--- src/design/obpc_pkg.sv ---
// shared types, codes and constants of the optical bubble pulse counter
package obpc_pkg;

  // history entry status codes
  localparam logic [1:0] ST_PERIOD = 2'd0;
  localparam logic [1:0] ST_LONG   = 2'd1;
  localparam logic [1:0] ST_SMALL  = 2'd2;
  localparam logic [1:0] ST_STALL  = 2'd3;

  // configuration register indexes
  localparam logic [2:0] CFG_ENABLE        = 3'd0;
  localparam logic [2:0] CFG_CHANGE_LEVEL  = 3'd1;
  localparam logic [2:0] CFG_CHANGE_TIME   = 3'd2;
  localparam logic [2:0] CFG_MAX_BUBBLE_MS = 3'd3;
  localparam logic [2:0] CFG_MIN_BUBBLE_LV = 3'd4;
  localparam logic [2:0] CFG_MINMAX_PERIOD = 3'd5;

  // event flag bit positions
  localparam int FL_MINMAX    = 0;
  localparam int FL_SECOND    = 1;
  localparam int FL_LIGHT_ON  = 2;
  localparam int FL_LIGHT_OFF = 3;
  localparam int FL_LOGGED    = 4;

  localparam logic [7:0]  LEVEL_OFFSET   = 8'd125;
  localparam logic [31:0] STALL_MS       = 32'd10000;
  localparam logic [31:0] SECOND_MS      = 32'd1000;
  localparam logic [15:0] TOL_KNEE       = 16'd5000;
  localparam logic [7:0]  BYTE_MAX       = 8'd255;
  localparam logic [9:0]  LEVEL_MAX      = 10'd1023;

  typedef struct packed {
    logic [31:0] now_ms;
    logic [9:0]  level;
  } sample_t;

  typedef struct packed {
    logic [4:0]  event_flags;
    logic [31:0] bubble_count;
    logic [1:0]  period_status;
    logic [15:0] period_ms;
    logic        regular;
    logic [9:0]  min_seen;
    logic [9:0]  max_seen;
    logic [15:0] bubble_ms;
    logic [15:0] gap_ms;
    logic [15:0] samples_per_sec;
    logic [15:0] window_errors_per_sec;
    logic [15:0] overflow_errors_per_sec;
  } result_t;

  // one log request toward the history
  typedef struct packed {
    logic        en;
    logic [1:0]  status;
    logic [15:0] period;
  } hist_log_t;

  // what the history reports back
  typedef struct packed {
    logic [1:0]  status;
    logic [15:0] period;
    logic        regular;
    logic        busy;
  } hist_view_t;

  // stored level byte back to a signed level step
  function automatic logic signed [9:0] level_delta(input logic [7:0] b);
    level_delta = $signed({2'b00, b}) - $signed({2'b00, LEVEL_OFFSET});
  endfunction

  function automatic logic [15:0] inc16(input logic [15:0] v);
    inc16 = (v == 16'hFFFF) ? v : v + 16'd1;
  endfunction

  function automatic logic [15:0] sat16(input logic [31:0] v);
    sat16 = (v > 32'h0000_FFFF) ? 16'hFFFF : v[15:0];
  endfunction

endpackage

--- src/design/obpc_sample_if.sv ---
// sample channel: valid, ready and one timestamped light sample
interface obpc_sample_if;
  logic              valid;
  logic              ready;
  obpc_pkg::sample_t payload;

  modport source (output valid, output payload, input ready);
  modport sink (input valid, input payload, output ready);
endinterface

--- src/design/obpc_result_if.sv ---
// result channel: valid, ready and one result record
interface obpc_result_if;
  logic              valid;
  logic              ready;
  obpc_pkg::result_t payload;

  modport source (output valid, output payload, input ready);
  modport sink (input valid, input payload, output ready);
endinterface

--- src/design/obpc_ram.sv ---
// generic single write port ram with registered read
module obpc_ram #(
  parameter int WIDTH = 16,
  parameter int DEPTH = 64
) (
  input  logic                                   clk,
  input  logic                                   we,
  input  logic [(DEPTH > 1 ? $clog2(DEPTH) : 1)-1:0] waddr,
  input  logic [WIDTH-1:0]                       wdata,
  input  logic [(DEPTH > 1 ? $clog2(DEPTH) : 1)-1:0] raddr,
  output logic [WIDTH-1:0]                       rdata
);
  logic [WIDTH-1:0] mem [DEPTH];

  always_ff @(posedge clk) begin
    if (we) begin
      mem[waddr] <= wdata;
    end
    rdata <= mem[raddr];
  end
endmodule

--- src/design/obpc_history.sv ---
// bubble duration history with newest entry and regularity scan
module obpc_history #(
  parameter int HISTORY_DEPTH = 8
) (
  input  logic                  clk,
  input  logic                  rst,
  input  obpc_pkg::hist_log_t   log_req,
  input  logic                  scan_start,
  output obpc_pkg::hist_view_t  view
);
  localparam int HI_W = (HISTORY_DEPTH > 1) ? $clog2(HISTORY_DEPTH) : 1;

  logic [HI_W-1:0]          idx;
  logic [HI_W-1:0]          idx_next;
  logic [HISTORY_DEPTH-1:0] valid_bits;
  logic [1:0]               newest_status;
  logic [15:0]              newest_period;
  logic                     regular;
  logic                     scan_on;
  logic [HI_W-1:0]          scan_cnt;
  logic                     pend;
  logic                     pend_last;
  logic                     pend_vb;
  logic                     acc_stall;
  logic                     acc_period;
  logic [15:0]              lo;
  logic [15:0]              hi;
  logic [17:0]              rdata;
  logic [1:0]               e_status;
  logic [15:0]              e_period;
  logic                     acc_stall_next;
  logic                     acc_period_next;
  logic [15:0]              lo_next;
  logic [15:0]              hi_next;
  logic [16:0]              lo_tol;

  assign idx_next = (idx == HI_W'(HISTORY_DEPTH - 1)) ? '0 : idx + HI_W'(1);

  obpc_ram #(.WIDTH(18), .DEPTH(HISTORY_DEPTH)) u_hist_ram (
    .clk   (clk),
    .we    (log_req.en),
    .waddr (idx_next),
    .wdata ({log_req.status, log_req.period}),
    .raddr (scan_cnt),
    .rdata (rdata)
  );

  // an entry never written reads as too long with no period
  always_comb begin
    e_status        = pend_vb ? rdata[17:16] : obpc_pkg::ST_LONG;
    e_period        = pend_vb ? rdata[15:0] : 16'd0;
    acc_stall_next  = acc_stall & (e_status == obpc_pkg::ST_STALL);
    acc_period_next = acc_period & (e_status == obpc_pkg::ST_PERIOD);
    lo_next         = (e_period < lo) ? e_period : lo;
    hi_next         = (e_period > hi) ? e_period : hi;
    lo_tol          = {1'b0, lo_next} + ((lo_next > obpc_pkg::TOL_KNEE) ? 17'd20 : 17'd10);
  end

  // log writes and the scan over all entries
  always_ff @(posedge clk) begin
    if (rst) begin
      idx           <= '0;
      valid_bits    <= '0;
      newest_status <= obpc_pkg::ST_LONG;
      newest_period <= 16'd0;
      regular       <= 1'b0;
      scan_on       <= 1'b0;
      pend          <= 1'b0;
    end else begin
      if (log_req.en) begin
        idx                  <= idx_next;
        valid_bits[idx_next] <= 1'b1;
        newest_status        <= log_req.status;
        newest_period        <= log_req.period;
      end
      if (scan_start) begin
        scan_on    <= 1'b1;
        scan_cnt   <= '0;
        acc_stall  <= 1'b1;
        acc_period <= 1'b1;
        lo         <= 16'hFFFF;
        hi         <= 16'd0;
      end else if (scan_on) begin
        if (scan_cnt == HI_W'(HISTORY_DEPTH - 1)) begin
          scan_on <= 1'b0;
        end else begin
          scan_cnt <= scan_cnt + HI_W'(1);
        end
      end
      pend      <= scan_on;
      pend_last <= (scan_cnt == HI_W'(HISTORY_DEPTH - 1));
      pend_vb   <= valid_bits[scan_cnt];
      if (pend) begin
        acc_stall  <= acc_stall_next;
        acc_period <= acc_period_next;
        lo         <= lo_next;
        hi         <= hi_next;
        if (pend_last) begin
          regular <= acc_stall_next | (acc_period_next & (lo_tol > {1'b0, hi_next}));
        end
      end
    end
  end

  assign view = '{status: newest_status, period: newest_period, regular: regular,
                  busy: scan_on | pend};
endmodule

--- src/design/optical_bubble_pulse_counter.sv ---
// top level: sample sequencer, sliding window ring and bubble detector
//
//  channel  | dir | handshake    | payload
//  sample   | in  | valid/ready  | now_ms[31:0], level[9:0]
//  result   | out | valid/ready  | event_flags .. overflow_errors_per_sec
//  cfg      | in  | cfg_we only  | cfg_index[2:0], cfg_data[15:0]
//
// one sample at a time; an ignored one goes to S_DONE, a processed one
// to S_FRONT, S_SHRINK/S_SHRINK_RD per entry dropped, S_DETECT, S_ADV,
// S_OVF_RD on overflow, S_STALL, S_SECOND, S_SCAN_WAIT if the history was
// written (regularity scan); the trim uses a single registered-read port
// rst is synchronous; the ring needs no clearing, the history has valid bits
// a result waits in the output register; the next sample is taken meanwhile
module optical_bubble_pulse_counter #(
  parameter int WINDOW_DEPTH  = 64,
  parameter int HISTORY_DEPTH = 8
) (
  input  logic                 clk,
  input  logic                 rst,
  obpc_sample_if.sink          sample,
  obpc_result_if.source        result,
  input  logic                 cfg_we,
  input  logic [2:0]           cfg_index,
  input  logic [15:0]          cfg_data
);
  localparam int RW   = $clog2(WINDOW_DEPTH);
  localparam int WT_W = $clog2(WINDOW_DEPTH * 255 + 1);
  localparam int WL_W = WT_W + 1;
  localparam int RL_W = ((WL_W > 16) ? WL_W : 16) + 2;

  typedef enum logic [3:0] {
    S_IDLE, S_FRONT, S_SHRINK, S_SHRINK_RD, S_DETECT, S_ADV, S_OVF_RD,
    S_STALL, S_SECOND, S_SCAN_WAIT, S_DONE
  } state_t;

  typedef enum logic [1:0] {PH_IDLE, PH_RISE, PH_FALL} phase_t;

  state_t state;
  phase_t phase;

  // configuration
  logic        enable;
  logic [9:0]  change_level;
  logic [7:0]  change_time;
  logic [7:0]  max_bubble_ms;
  logic [7:0]  min_bubble_level;
  logic [15:0] minmax_period;

  // sample and window state
  logic [31:0]             now_r;
  logic [9:0]              lvl_r;
  logic                    primed;
  logic [31:0]             prev_time;
  logic [9:0]              prev_level;
  logic [7:0]              dtb_r;
  logic [7:0]              dlb_r;
  logic [RW-1:0]           head;
  logic [RW-1:0]           tail;
  logic [RW-1:0]           head_next;
  logic [RW-1:0]           tail_next;
  logic [WT_W-1:0]         window_time;
  logic signed [WL_W-1:0]  window_level;
  logic [15:0]             run_ms;
  logic signed [RL_W-1:0]  run_lvl;
  logic signed [RL_W-1:0]  peak_lvl;
  logic [31:0]             run_gap;
  logic [31:0]             count;
  logic [31:0]             next_minmax;
  logic [31:0]             next_stall;
  logic [31:0]             next_second;
  logic [9:0]              run_min;
  logic [9:0]              run_max;
  logic [9:0]              rep_min;
  logic [9:0]              rep_max;
  logic [15:0]             rep_bubble;
  logic [15:0]             rep_gap;
  logic [15:0]             cnt_samples;
  logic [15:0]             cnt_werr;
  logic [15:0]             cnt_oerr;
  logic [15:0]             rep_samples;
  logic [15:0]             rep_werr;
  logic [15:0]             rep_oerr;
  logic [4:0]              flags;
  logic                    logged;
  logic                    out_valid;
  obpc_pkg::result_t       out_reg;

  // datapath temporaries
  logic [31:0]             dt;
  logic [7:0]              dtb;
  logic signed [11:0]      dl;
  logic [7:0]              dlb;
  logic [9:0]              mn_n;
  logic [9:0]              mx_n;
  logic [32:0]             gap_sum;
  logic [15:0]             ring_rdata;
  logic                    win_over;
  logic                    shrink_go;
  logic signed [RL_W-1:0]  wl_e;
  logic signed [RL_W-1:0]  cl_s;
  logic signed [RL_W-1:0]  mbl_s;
  logic [15:0]             rbm_n;
  logic signed [RL_W-1:0]  rbl_n;
  logic signed [RL_W-1:0]  peak_n;
  logic [31:0]             gap;
  logic [31:0]             per;
  logic                    det_rise;
  logic                    det_long;
  logic                    det_fall;
  logic                    det_settle;
  logic                    det_big;
  logic                    stall_due;
  logic                    scan_start;
  obpc_pkg::hist_log_t     hist_log;
  obpc_pkg::hist_view_t    hist_view;

  assign head_next = (head == RW'(WINDOW_DEPTH - 1)) ? '0 : head + RW'(1);
  assign tail_next = (tail == RW'(WINDOW_DEPTH - 1)) ? '0 : tail + RW'(1);

  obpc_ram #(.WIDTH(16), .DEPTH(WINDOW_DEPTH)) u_ring (
    .clk   (clk),
    .we    (state == S_FRONT),
    .waddr (head),
    .wdata ({dtb, dlb}),
    .raddr (tail),
    .rdata (ring_rdata)
  );

  obpc_history #(.HISTORY_DEPTH(HISTORY_DEPTH)) u_history (
    .clk        (clk),
    .rst        (rst),
    .log_req    (hist_log),
    .scan_start (scan_start),
    .view       (hist_view)
  );

  // sample deltas, clamped to a byte
  always_comb begin
    dt      = now_r - prev_time;
    dtb     = (dt > 32'(obpc_pkg::BYTE_MAX)) ? obpc_pkg::BYTE_MAX : dt[7:0];
    dl      = $signed({2'b00, lvl_r}) - $signed({2'b00, prev_level})
              + $signed({4'b0000, obpc_pkg::LEVEL_OFFSET});
    dlb     = (dl < 12'sd0) ? 8'd0 : ((dl > 12'sd255) ? obpc_pkg::BYTE_MAX : dl[7:0]);
    mn_n    = (lvl_r < run_min) ? lvl_r : run_min;
    mx_n    = (lvl_r > run_max) ? lvl_r : run_max;
    gap_sum = {1'b0, run_gap} + 33'(dtb);
  end

  assign win_over  = window_time > WT_W'(change_time);
  assign shrink_go = win_over && (tail != head);

  // bubble detector decisions
  always_comb begin
    wl_e       = RL_W'(window_level);
    cl_s       = $signed({{(RL_W-10){1'b0}}, change_level});
    mbl_s      = $signed({{(RL_W-8){1'b0}}, min_bubble_level});
    rbm_n      = run_ms + 16'(dtb_r);
    rbl_n      = run_lvl + RL_W'(obpc_pkg::level_delta(dlb_r));
    peak_n     = (rbl_n > peak_lvl) ? rbl_n : peak_lvl;
    gap        = (run_gap > 32'(rbm_n)) ? run_gap - 32'(rbm_n) : 32'd0;
    per        = (run_gap > 32'(rbm_n)) ? run_gap : 32'(rbm_n);
    det_rise   = (phase == PH_IDLE) && (wl_e > cl_s);
    det_long   = (phase != PH_IDLE) && (rbm_n > 16'(max_bubble_ms));
    det_fall   = (phase == PH_RISE) && !det_long && (wl_e < -cl_s);
    det_settle = (phase == PH_FALL) && !det_long && (wl_e >= -cl_s) && (wl_e <= cl_s);
    det_big    = peak_n > mbl_s;
    stall_due  = now_r > next_stall;
  end

  // history log requests
  always_comb begin
    hist_log = '{en: 1'b0, status: obpc_pkg::ST_PERIOD, period: 16'd0};
    if (state == S_DETECT) begin
      if (det_long) begin
        hist_log = '{en: 1'b1, status: obpc_pkg::ST_LONG, period: 16'd0};
      end else if (det_settle && !det_big) begin
        hist_log = '{en: 1'b1, status: obpc_pkg::ST_SMALL, period: 16'd0};
      end else if (det_settle && (gap > obpc_pkg::STALL_MS)) begin
        hist_log = '{en: 1'b1, status: obpc_pkg::ST_STALL, period: 16'd0};
      end else if (det_settle) begin
        hist_log = '{en: 1'b1, status: obpc_pkg::ST_PERIOD, period: obpc_pkg::sat16(per)};
      end
    end else if (state == S_STALL && stall_due && run_gap > obpc_pkg::STALL_MS) begin
      hist_log = '{en: 1'b1, status: obpc_pkg::ST_STALL, period: 16'd0};
    end
  end

  assign scan_start = (state == S_SECOND) && logged;

  // configuration registers
  always_ff @(posedge clk) begin
    if (rst) begin
      enable           <= 1'b1;
      change_level     <= 10'd20;
      change_time      <= 8'd50;
      max_bubble_ms    <= 8'd200;
      min_bubble_level <= 8'd50;
      minmax_period    <= 16'd250;
    end else if (cfg_we) begin
      unique case (cfg_index)
        obpc_pkg::CFG_ENABLE:        enable           <= cfg_data[0];
        obpc_pkg::CFG_CHANGE_LEVEL:  change_level     <= cfg_data[9:0];
        obpc_pkg::CFG_CHANGE_TIME:   change_time      <= cfg_data[7:0];
        obpc_pkg::CFG_MAX_BUBBLE_MS: max_bubble_ms    <= cfg_data[7:0];
        obpc_pkg::CFG_MIN_BUBBLE_LV: min_bubble_level <= cfg_data[7:0];
        obpc_pkg::CFG_MINMAX_PERIOD: minmax_period    <= cfg_data;
        default: ;
      endcase
    end
  end

  // sequencer and all per-sample state
  always_ff @(posedge clk) begin
    if (rst) begin
      state        <= S_IDLE;
      phase        <= PH_IDLE;
      primed       <= 1'b0;
      prev_time    <= '0;
      prev_level   <= '0;
      head         <= '0;
      tail         <= '0;
      window_time  <= '0;
      window_level <= '0;
      run_ms       <= '0;
      run_lvl      <= '0;
      peak_lvl     <= '0;
      run_gap      <= '0;
      count        <= '0;
      next_minmax  <= '0;
      next_stall   <= '0;
      next_second  <= '0;
      run_min      <= obpc_pkg::LEVEL_MAX;
      run_max      <= '0;
      rep_min      <= '0;
      rep_max      <= '0;
      rep_bubble   <= '0;
      rep_gap      <= '0;
      cnt_samples  <= '0;
      cnt_werr     <= '0;
      cnt_oerr     <= '0;
      rep_samples  <= '0;
      rep_werr     <= '0;
      rep_oerr     <= '0;
      flags        <= '0;
      logged       <= 1'b0;
      out_valid    <= 1'b0;
    end else begin
      if (result.ready && state != S_DONE) begin
        out_valid <= 1'b0;
      end
      if (hist_log.en) begin
        flags[obpc_pkg::FL_LOGGED] <= 1'b1;
        logged                     <= 1'b1;
      end
      unique case (state)
        S_IDLE: begin
          if (sample.valid) begin
            now_r <= sample.payload.now_ms;
            lvl_r <= sample.payload.level;
            if (!enable) begin
              state <= S_DONE;
            end else if (!primed) begin
              primed     <= 1'b1;
              prev_time  <= sample.payload.now_ms;
              prev_level <= sample.payload.level;
              state      <= S_DONE;
            end else if (sample.payload.now_ms == prev_time) begin
              state <= S_DONE;
            end else begin
              state <= S_FRONT;
            end
          end
        end
        S_FRONT: begin
          if (now_r > next_minmax) begin
            next_minmax <= now_r + 32'(minmax_period);
            rep_min     <= mn_n;
            rep_max     <= mx_n;
            run_min     <= obpc_pkg::LEVEL_MAX;
            run_max     <= '0;
            flags[obpc_pkg::FL_MINMAX] <= 1'b1;
          end else begin
            run_min <= mn_n;
            run_max <= mx_n;
          end
          dtb_r        <= dtb;
          dlb_r        <= dlb;
          window_time  <= window_time + WT_W'(dtb);
          window_level <= window_level + WL_W'(obpc_pkg::level_delta(dlb));
          run_gap      <= gap_sum[32] ? 32'hFFFF_FFFF : gap_sum[31:0];
          state        <= S_SHRINK;
        end
        S_SHRINK: begin
          state <= shrink_go ? S_SHRINK_RD : S_DETECT;
        end
        S_SHRINK_RD: begin
          window_time  <= window_time - WT_W'(ring_rdata[15:8]);
          window_level <= window_level - WL_W'(obpc_pkg::level_delta(ring_rdata[7:0]));
          tail         <= tail_next;
          state        <= S_SHRINK;
        end
        S_DETECT: begin
          if (win_over) begin
            cnt_werr <= obpc_pkg::inc16(cnt_werr);
          end
          if (phase == PH_IDLE) begin
            if (det_rise) begin
              phase    <= PH_RISE;
              run_ms   <= 16'(window_time);
              run_lvl  <= RL_W'(window_level);
              peak_lvl <= RL_W'(window_level);
              flags[obpc_pkg::FL_LIGHT_ON] <= 1'b1;
            end
          end else if (det_long || det_settle) begin
            // bubble ends: counted one updates the reports
            if (det_settle && det_big) begin
              rep_bubble <= rbm_n;
              rep_gap    <= obpc_pkg::sat16(gap);
              run_gap    <= '0;
              count      <= count + 32'd1;
              next_stall <= now_r + obpc_pkg::STALL_MS;
            end
            run_ms   <= '0;
            run_lvl  <= '0;
            peak_lvl <= '0;
            phase    <= PH_IDLE;
            flags[obpc_pkg::FL_LIGHT_OFF] <= 1'b1;
          end else begin
            run_ms   <= rbm_n;
            run_lvl  <= rbl_n;
            peak_lvl <= peak_n;
            if (det_fall) begin
              phase <= PH_FALL;
            end
          end
          state <= S_ADV;
        end
        S_ADV: begin
          head <= head_next;
          if (head_next == tail) begin
            cnt_oerr <= obpc_pkg::inc16(cnt_oerr);
            state    <= S_OVF_RD;
          end else begin
            state <= S_STALL;
          end
        end
        S_OVF_RD: begin
          window_time  <= window_time - WT_W'(ring_rdata[15:8]);
          window_level <= window_level - WL_W'(obpc_pkg::level_delta(ring_rdata[7:0]));
          tail         <= tail_next;
          state        <= S_STALL;
        end
        S_STALL: begin
          if (stall_due) begin
            next_stall <= now_r + obpc_pkg::STALL_MS;
          end
          state <= S_SECOND;
        end
        S_SECOND: begin
          prev_time  <= now_r;
          prev_level <= lvl_r;
          if (now_r > next_second) begin
            next_second <= next_second + obpc_pkg::SECOND_MS;
            rep_samples <= cnt_samples;
            rep_werr    <= cnt_werr;
            rep_oerr    <= cnt_oerr;
            cnt_samples <= '0;
            cnt_werr    <= '0;
            cnt_oerr    <= '0;
            flags[obpc_pkg::FL_SECOND] <= 1'b1;
          end else begin
            cnt_samples <= obpc_pkg::inc16(cnt_samples);
          end
          state <= logged ? S_SCAN_WAIT : S_DONE;
        end
        S_SCAN_WAIT: begin
          if (!hist_view.busy) begin
            state <= S_DONE;
          end
        end
        S_DONE: begin
          if (!out_valid || result.ready) begin
            out_reg <= '{event_flags: flags, bubble_count: count,
                         period_status: hist_view.status, period_ms: hist_view.period,
                         regular: hist_view.regular, min_seen: rep_min, max_seen: rep_max,
                         bubble_ms: rep_bubble, gap_ms: rep_gap,
                         samples_per_sec: rep_samples, window_errors_per_sec: rep_werr,
                         overflow_errors_per_sec: rep_oerr};
            out_valid <= 1'b1;
            flags     <= '0;
            logged    <= 1'b0;
            state     <= S_IDLE;
          end
        end
        default: state <= S_IDLE;
      endcase
    end
  end

  assign sample.ready   = (state == S_IDLE);
  assign result.valid   = out_valid;
  assign result.payload = out_reg;

`ifndef ASSERT_OFF
  // after the overflow drop the ring is never empty-equal
  a_ring_apart: assert property (@(posedge clk) disable iff (rst)
    state == S_STALL |-> head != tail)
    else $error("ring head meets tail after advance");

  // trimming leaves the window within span or down to one entry
  a_window_trimmed: assert property (@(posedge clk) disable iff (rst)
    state == S_DETECT |-> (!win_over || tail == head))
    else $error("window not trimmed before detection");

  // the history scan runs only while the sequencer waits on it
  a_scan_owned: assert property (@(posedge clk) disable iff (rst)
    hist_view.busy |-> state == S_SCAN_WAIT)
    else $error("history scan outside its wait state");

  // once primed the block stays primed until reset
  a_primed_holds: assert property (@(posedge clk) disable iff (rst)
    primed |=> primed)
    else $error("primed dropped without reset");
`endif
endmodule

--- src/flat_wrapper.sv ---
// flat-port wrapper written by rule: the top's interface ports become plain ports
module optical_bubble_pulse_counter_flat 
#(
  parameter int WINDOW_DEPTH  = 64,
  parameter int HISTORY_DEPTH = 8
)
  (clk, rst, cfg_we, cfg_index, cfg_data, sample_valid, sample_payload, sample_ready, result_valid, result_payload, result_ready);
  obpc_sample_if sample_i ();
  obpc_result_if result_i ();
  input  logic clk;
  input  logic rst;
  input  logic cfg_we;
  input  logic [2:0] cfg_index;
  input  logic [15:0] cfg_data;
  input wire logic [$bits(sample_i.valid)-1:0] sample_valid;
  input wire logic [$bits(sample_i.payload)-1:0] sample_payload;
  output wire logic [$bits(sample_i.ready)-1:0] sample_ready;
  output wire logic [$bits(result_i.valid)-1:0] result_valid;
  output wire logic [$bits(result_i.payload)-1:0] result_payload;
  input wire logic [$bits(result_i.ready)-1:0] result_ready;
  assign sample_i.valid = sample_valid;
  assign sample_i.payload = sample_payload;
  assign sample_ready = sample_i.ready;
  assign result_valid = result_i.valid;
  assign result_payload = result_i.payload;
  assign result_i.ready = result_ready;
  optical_bubble_pulse_counter #(.WINDOW_DEPTH(WINDOW_DEPTH), .HISTORY_DEPTH(HISTORY_DEPTH)) u_core (.clk(clk), .rst(rst), .sample(sample_i), .result(result_i), .cfg_we(cfg_we), .cfg_index(cfg_index), .cfg_data(cfg_data));
endmodule
--- config.mk ---
export PLATFORM = sky130hd
export DESIGN_NAME = optical_bubble_pulse_counter_flat
export DESIGN_NICKNAME = d
export VERILOG_FILES = /design/src/design/obpc_pkg.sv /design/src/design/obpc_sample_if.sv /design/src/design/obpc_result_if.sv /design/src/design/obpc_ram.sv /design/src/design/obpc_history.sv /design/src/design/optical_bubble_pulse_counter.sv /design/src/flat_wrapper.sv
export SDC_FILE = /design/constraint.sdc
export NUM_CORES = 2
export LEC_CHECK = 0
export ABC_AREA = 1
export ABC_CLOCK_PERIOD_IN_PS = 22300
export BUFFER_PORTS_ARGS = -buffer_cell sky130_fd_sc_hd__buf_2
export CORE_MARGIN = 3
export CORE_UTILIZATION = 45
export DETAILED_ROUTE_END_ITERATION = 6
export HOLD_SLACK_MARGIN = 0.1
export PLACE_DENSITY = 0.7
export RECOVER_POWER = 100
export REMOVE_ABC_BUFFERS = 1
export SLEW_MARGIN = 25
export SYNTH_ARGS = -nofsm -noshare
export SYNTH_HDL_FRONTEND = slang
export SYNTH_HIERARCHICAL = 1
export SYNTH_SLANG_ARGS = --single-unit
--- constraint.sdc ---
create_clock -name clk -period 22.3 [get_ports clk]
set_input_delay 1.115 -clock clk [delete_from_list [all_inputs] [get_ports clk]]
set_output_delay 1.115 -clock clk [all_outputs]
set_load 0.01 [all_outputs]
Word level (Yosys, flattened, before mapping)
Memories as Yosys holds them, arrays and structs flattened. A register that Yosys moved wholly into a read port is not among the register bits.
Cells that the tools add are included.
{ "op_classes": {"n_addsub": 27, "order_cmp": 28, "eq_ne": 49, "muxes": 115, "bitwise": 8, "n_reduce_logical": 69} }
{ "ops": {"columns": ["op", "n"], "rows": [
  ["$mux 32", 13],
  ["$mux 16", 19],
  ["$pmux 32 s2", 3],
  ["$mux 19", 6],
  ["$mux 18", 6],
  ["$gt 32x32->1", 3],
  ["$mux 10", 7],
  ["$gt 32x14->1 const B", 2],
  ["$gt 32x16->1 const B", 2],
  ["$pmux 16 s2", 2],
  ["$add 16x1->16 const B", 3],
  ["$eq 16x16->1 const B", 3],
  ["$pmux 4 s10", 1],
  ["$add 32x8->33", 1],
  ["$add 32x1->32 const B", 1],
  ["$add 32x10->32 const B", 1],
  ["$add 32x14->32 const B", 1],
  ["$add 32x16->32", 1],
  ["$eq 32x32->1", 1],
  ["$gt 32x16->1", 1],
  ["$gt 32x8->1 const B", 1],
  ["$sub 32x16->32", 1],
  ["$sub 32x32->32", 1],
  ["$pmux 15 s2", 1],
  ["76 further kinds", 215]
]} }
{ "totals": {"register_bits": 813, "ramBits": 1168, "inputBits": 66, "mem_count": 2} }
{ "mem_list": {"columns": ["name", "depth", "word_bits", "rd", "rd_ports_with_merged_regs", "write_ports", "line", "source"], "rows": [
  ["u_core.u_ring.mem", 64, 16, 1, 1, 1, "obpc_ram.sv:13", "logic [WIDTH-1:0] mem [DEPTH];"],
  ["u_core.u_history.u_hist_ram.mem", 8, 18, 1, 1, 1, "obpc_ram.sv:13", null]
]} }

Depth between registers and ports, before layout
{ "depth": {"word_depth": 15, "ltp_mapped": 45, "depth_no_buf": 45} }

By module
The synthesis kept the hierarchy.
{ "by_module_without_submodules": {"columns": ["module", "n_inst", "cells_each", "area_each_um2", "seq_area_each_um2"], "rows": [
  ["optical_bubble_pulse_counter", 1, 5644, 43442.9, 16936.2],
  ["obpc_ram at u_core.u_ring", 1, 3534, 42125.4, 31069.8],
  ["obpc_ram at u_core.u_history.u_hist_ram", 1, 657, 6737.7, 4684.5],
  ["obpc_history", 1, 632, 4868.4, 1811.7]
]} }

Worst setup path before layout
Ideal clock, no wire load.
{ "synth_path": {"path_kind": "input -> register", "startpoint": "input rst", "endpoint": "register u_core.out_reg (netlist bit u_core/result.payload[0]) (enable)", "setup_ns": 0.674, "arrival_ns": 8.165, "path_slack_ns": 13.461, "cell_stages": 4, "path_buffers": 3, "cell_sequence": "clkbuf_1 > clkbuf_1 > clkbuf_1 > nor2_1"} }
{ "synth_between": {"elab_chain_len": 2} }
{ "synth_lines": {"columns": ["element", "line", "source"], "rows": [
  ["start: declaration", "flat_wrapper.sv:11", "input logic rst;"],
  ["$not 1->1 (no source line)", null, null],
  ["$reduce_and 3->1 (no source line)", null, null],
  ["end signal: assignment", "optical_bubble_pulse_counter.sv:383", "out_reg <= '{event_flags: flags, bubble_count: count,"],
  ["end: declaration", "optical_bubble_pulse_counter.sv:86", "obpc_pkg::result_t out_reg;"]
]} }
No other way between the ends.
A chain may end at the register's enable or synchronous reset.

==> impl_metrics.json <==
{
  "synth_common_cells": "nand2_1 (2646), edfxtp_1 (1421), nand3_1 (1211)",
  "yosys_warnings": 6,
  "r2r_end": "u_core/u_ring/rdata[1]$_DFF_P_",
  "ys_types": 83,
  "cts.sinks": 2012,
  "layout-drive-gt1-share_pct": 5.41,
  "drtIter0Drc": 7108,
  "drv_cap": 63,
  "grt_max_degree": 291,
  "fp.dieH_um": 471,
  "clock_latency_ns": 0.85,
  "synth_area_leaders": "edfxtp_1 (44%), dfxtp_1 (12%), nand2_1 (10%), nand3_1 (6.2%), ha_1 (4.9%)",
  "cp_top_family": "buffers and inverters",
  "gr-total-overflow": 0,
  "r2r_setup_slack_ns": 11.42,
  "finalHoldViolCount": 0,
  "antenna_found_initial": 18,
  "r2r_cells": 9,
  "dp_worst_setup_slack_ns": 14.68,
  "crit_path_frequent_cell": "nand3_1",
  "synthSimpleGateAreaFrac_pct": 21.8,
  "period_needed_ns": 10.88,
  "synth_area_leader_cell": "edfxtp_1",
  "cts_resized": 0,
  "grt_pass1_wl_um": 413000,
  "final_max_slew_viol_count": 2816,
  "drc": 5,
  "violations": "design-rule violations, max-capacitance violations, max-slew violations",
  "skew_ns": 0.0495,
  "crit_chain": "clkbuf_1, clkbuf_1, nand3_1, nand3_1, nand2_1, nand2_1, nand3_1, nand3_1, nand2_1",
  "rsz0062_at_grt": "false",
  "cts_tree": "yes",
  "slowest_stage": "clkbuf_1",
  "outcome": "finished, violations left",
  "cp-start-kind": "register",
  "setup_violations": 0,
  "synthMuxAreaShare_pct": 0.0219,
  "synthCells": 10500,
  "synth_fa_ha_area_share_pct": 5.14,
  "synth_edf_count": 1421,
  "portBuffers": 223,
  "endpoint_kind": "register",
  "cp_max_fo": 155,
  "min-delay-start": "u_core/rep_oerr[5]$_SDFFE_PP0P_",
  "power_density_mw_per_mm2": 117,
  "gp_congestion": 0.911,
  "syn-mean-instance-area_um2": 9.28,
  "yosysMostFrequentCell": "nand2_1",
  "clk_pin_slew_ns": 0.06,
  "cts-root-buf": "clkbuf_16",
  "wl_per_cell_um": 19.9,
  "initial_core_util_pct": 45.5,
  "cts-buffers-inserted": 207,
  "dp_hpwl_um": 173000,
  "worstPathArrival_ns": 11.56,
  "crit_path_max_incr_delay_ns": 6.24,
  "netlist_area_mm2": 0.0972,
  "ir_drop_v": 0.000202,
  "timing.fmax_ghz": 0.0920,
  "layout_setup_ws_ns": 11.42,
  "p_leak_nw": 42.7,
  "final_antenna_net_count": 0,
  "hold_depth": 0,
  "hold_class": "reg -> reg",
  "wl_um": 270000,
  "ys_ff_latch": 2012,
  "crit_buf_inv": 2,
  "async_flop_share_pct": 0,
  "worst_pin_slew_ns": 8.76,
  "slew_headroom_pct": -484,
  "final.period_utilization_pct": 48.8,
  "rr_startpoint": "u_core/tail[1]$_SDFFE_PP0N_",
  "synth_seq_area_share_pct": 56.1,
  "post-cts-setup-buffers": 0,
  "worstHoldEndpoint": "u_core/result.payload[5]$_DFFE_PP_",
  "synth_top_family_by_area": "simple AND/OR/NAND/NOR gates",
  "grt_pass1_vias": 72300,
  "vias": 75200,
  "dr.pass1.iters": 7,
  "crit_type": "reg -> reg",
  "synth-compound-area-share_pct": 8.23,
  "htree_levels": 4,
  "n_fill_cell": 19400,
  "synthXorXnorAreaFrac_pct": 2.30,
  "grt_usage_pct": 23.6,
  "layout.nets": 11000,
  "holdBufCountCts": 0,
  "pin_count": 224,
  "coreArea_mm2": 0.213,
  "worstPathRequired_ns": 22.98,
  "dieArea_mm2": 0.222,
  "cts_buffer_depth": 3,
  "via_per_inst": 5.54,
  "area_growth_pct": 9.83,
  "tns_ns": 0,
  "row_count": 169,
  "die_w_um": 471,
  "ys.flop_type": "edfxtp_1",
  "yosysTopAreaCellShare_pct": 43.9
}
-- where the power goes --
part / switching [W] / leakage (nW) / internal, W / total, W
sequential: 0.000185 / 19.0 / 0.00473 / 0.00491
combinational: 0.00288 / 20.2 / 0.00114 / 0.00402
clock: 0.00151 / 3.46 / 0.00204 / 0.00355
-- cell type report --
| cell class | instances | area (um2) | share of cell area [%] |
|---|---|---|---|
| sequential | 2012 | 54500 | 51.1 |
| multi-input combinational | 7037 | 36400 | 34.1 |
| clock buffer | 276 | 5760 | 5.40 |
| inverter | 959 | 3640 | 3.41 |
| tap | 2821 | 3530 | 3.31 |
| timing repair buffer | 355 | 1550 | 1.45 |
| clock inverter | 115 | 1330 | 1.24 |
| antenna | 9 | 22.5 | 0.0211 |
-- how the worst max path moves through the flow --
stage / from / endpoint / slack (ns) / cells past startpoint
after floorplan: u_core/tail[0]$_SDFFE_PP0N_ / u_core/u_ring/rdata[13]$_DFF_P_ / 7.74 / 9
after global placement: u_core/dlb_r[0]$_DFFE_PP_ / u_core/next_stall[17]$_SDFFE_PP0P_ / 14.73 / 41
after detailed placement: u_core/now_r[0]$_DFFE_PP_ / u_core/run_gap[19]$_SDFFE_PP0P_ / 14.68 / 38
after global routing: u_core/tail[1]$_SDFFE_PP0N_ / u_core/u_ring/rdata[4]$_DFF_P_ / 10.79 / 9
final: u_core/tail[1]$_SDFFE_PP0N_ / u_core/u_ring/rdata[1]$_DFF_P_ / 11.42 / 9
after CTS: u_core/now_r[0]$_DFFE_PP_ / u_core/run_gap[19]$_SDFFE_PP0P_ / 14.64 / 38
-- metal layers --
layer | track usage [%] | share of wire (%)
met3 | 3.17 | 7.1
met5 | 0 | 0.0026
met4 | 8.89 | 3.8
met2 | 39.0 | 47
met1 | 31.6 | 42
-- worst reg2reg max path, delay by kind of cell (launching register included) --
kind                   cells  cell delay, ns
buffers and inverters      2            7.86
and+or+nand+nor            7            1.99
DFF                        1            0.86
-- logic make-up (layout without fill, tap and decap cells) --
| group | count (synthesis) | after routing |
|---|---|---|
| simple gates | 4953 | 4953 |
| mux | 2 | 2 |
| xor+xnor | 255 | 255 |
| flops | 2012 | 2012 |
| fa+ha+maj | 393 | 393 |
| other cells | 0 | 9 |
| buf+inv | 1418 | 1705 |
| compound gates | 1434 | 1434 |
-- sequential cells by signal, indices dropped and copies added (netlist names), 18 cells and up --
| register | flops |
|---|---|
| u_core/u_history/u_hist_ram/mem | 144 |
| u_core/now_r | 32 |
| u_core/next_stall | 32 |
| u_core/run_lvl | 18 |
| u_core/next_second | 29 |
| u_core/next_minmax | 32 |
| u_core/prev_time | 32 |
| u_core/u_ring/mem | 1024 |
| u_core/count | 32 |
| u_core/u_history/u_hist_ram/rdata | 18 |
| u_core/run_gap | 32 |
| u_core/peak_lvl | 18 |
| u_core/result.payload | 156 |
-- cells in the final DEF, fill, tap and decap left out, drive strengths merged, types with 170 or more instances in the layout --
| cell | n |
|---|---|
| nand3 | 1225 |
| inv | 958 |
| nor2 | 728 |
| nand2 | 2684 |
| dfxtp | 591 |
| edfxtp | 1421 |
| xor2 | 170 |
| ha | 383 |
| o21ai | 565 |
| a21oi | 585 |
| clkbuf | 571 |
-- stage by stage --
| step | utilization (%) | cell area (um2) | power (W) | cells | hold WS (ns) |
|---|---|---|---|---|---|
| 6_report | 50.0 | 107000 | 0.0125 | 13600 | 0.412 |
| 5_1_grt | 50.0 | 107000 | 0.0132 | 13600 | 0.430 |
| 4_1_cts | 50.4 | 108000 | 0.0125 | 13600 | 0.409 |
| 3_5_place_dp | 47.1 | 100000 | 0.00892 | 13200 | 0.407 |
| 3_3_place_gp | 47.1 | 100000 | 0.00881 | 13200 | 0.409 |
| 2_1_floorplan | - | 94600 | 0.00760 | 10000 | 0.403 |
Note: power is estimated with default switching activity, not from simulation.
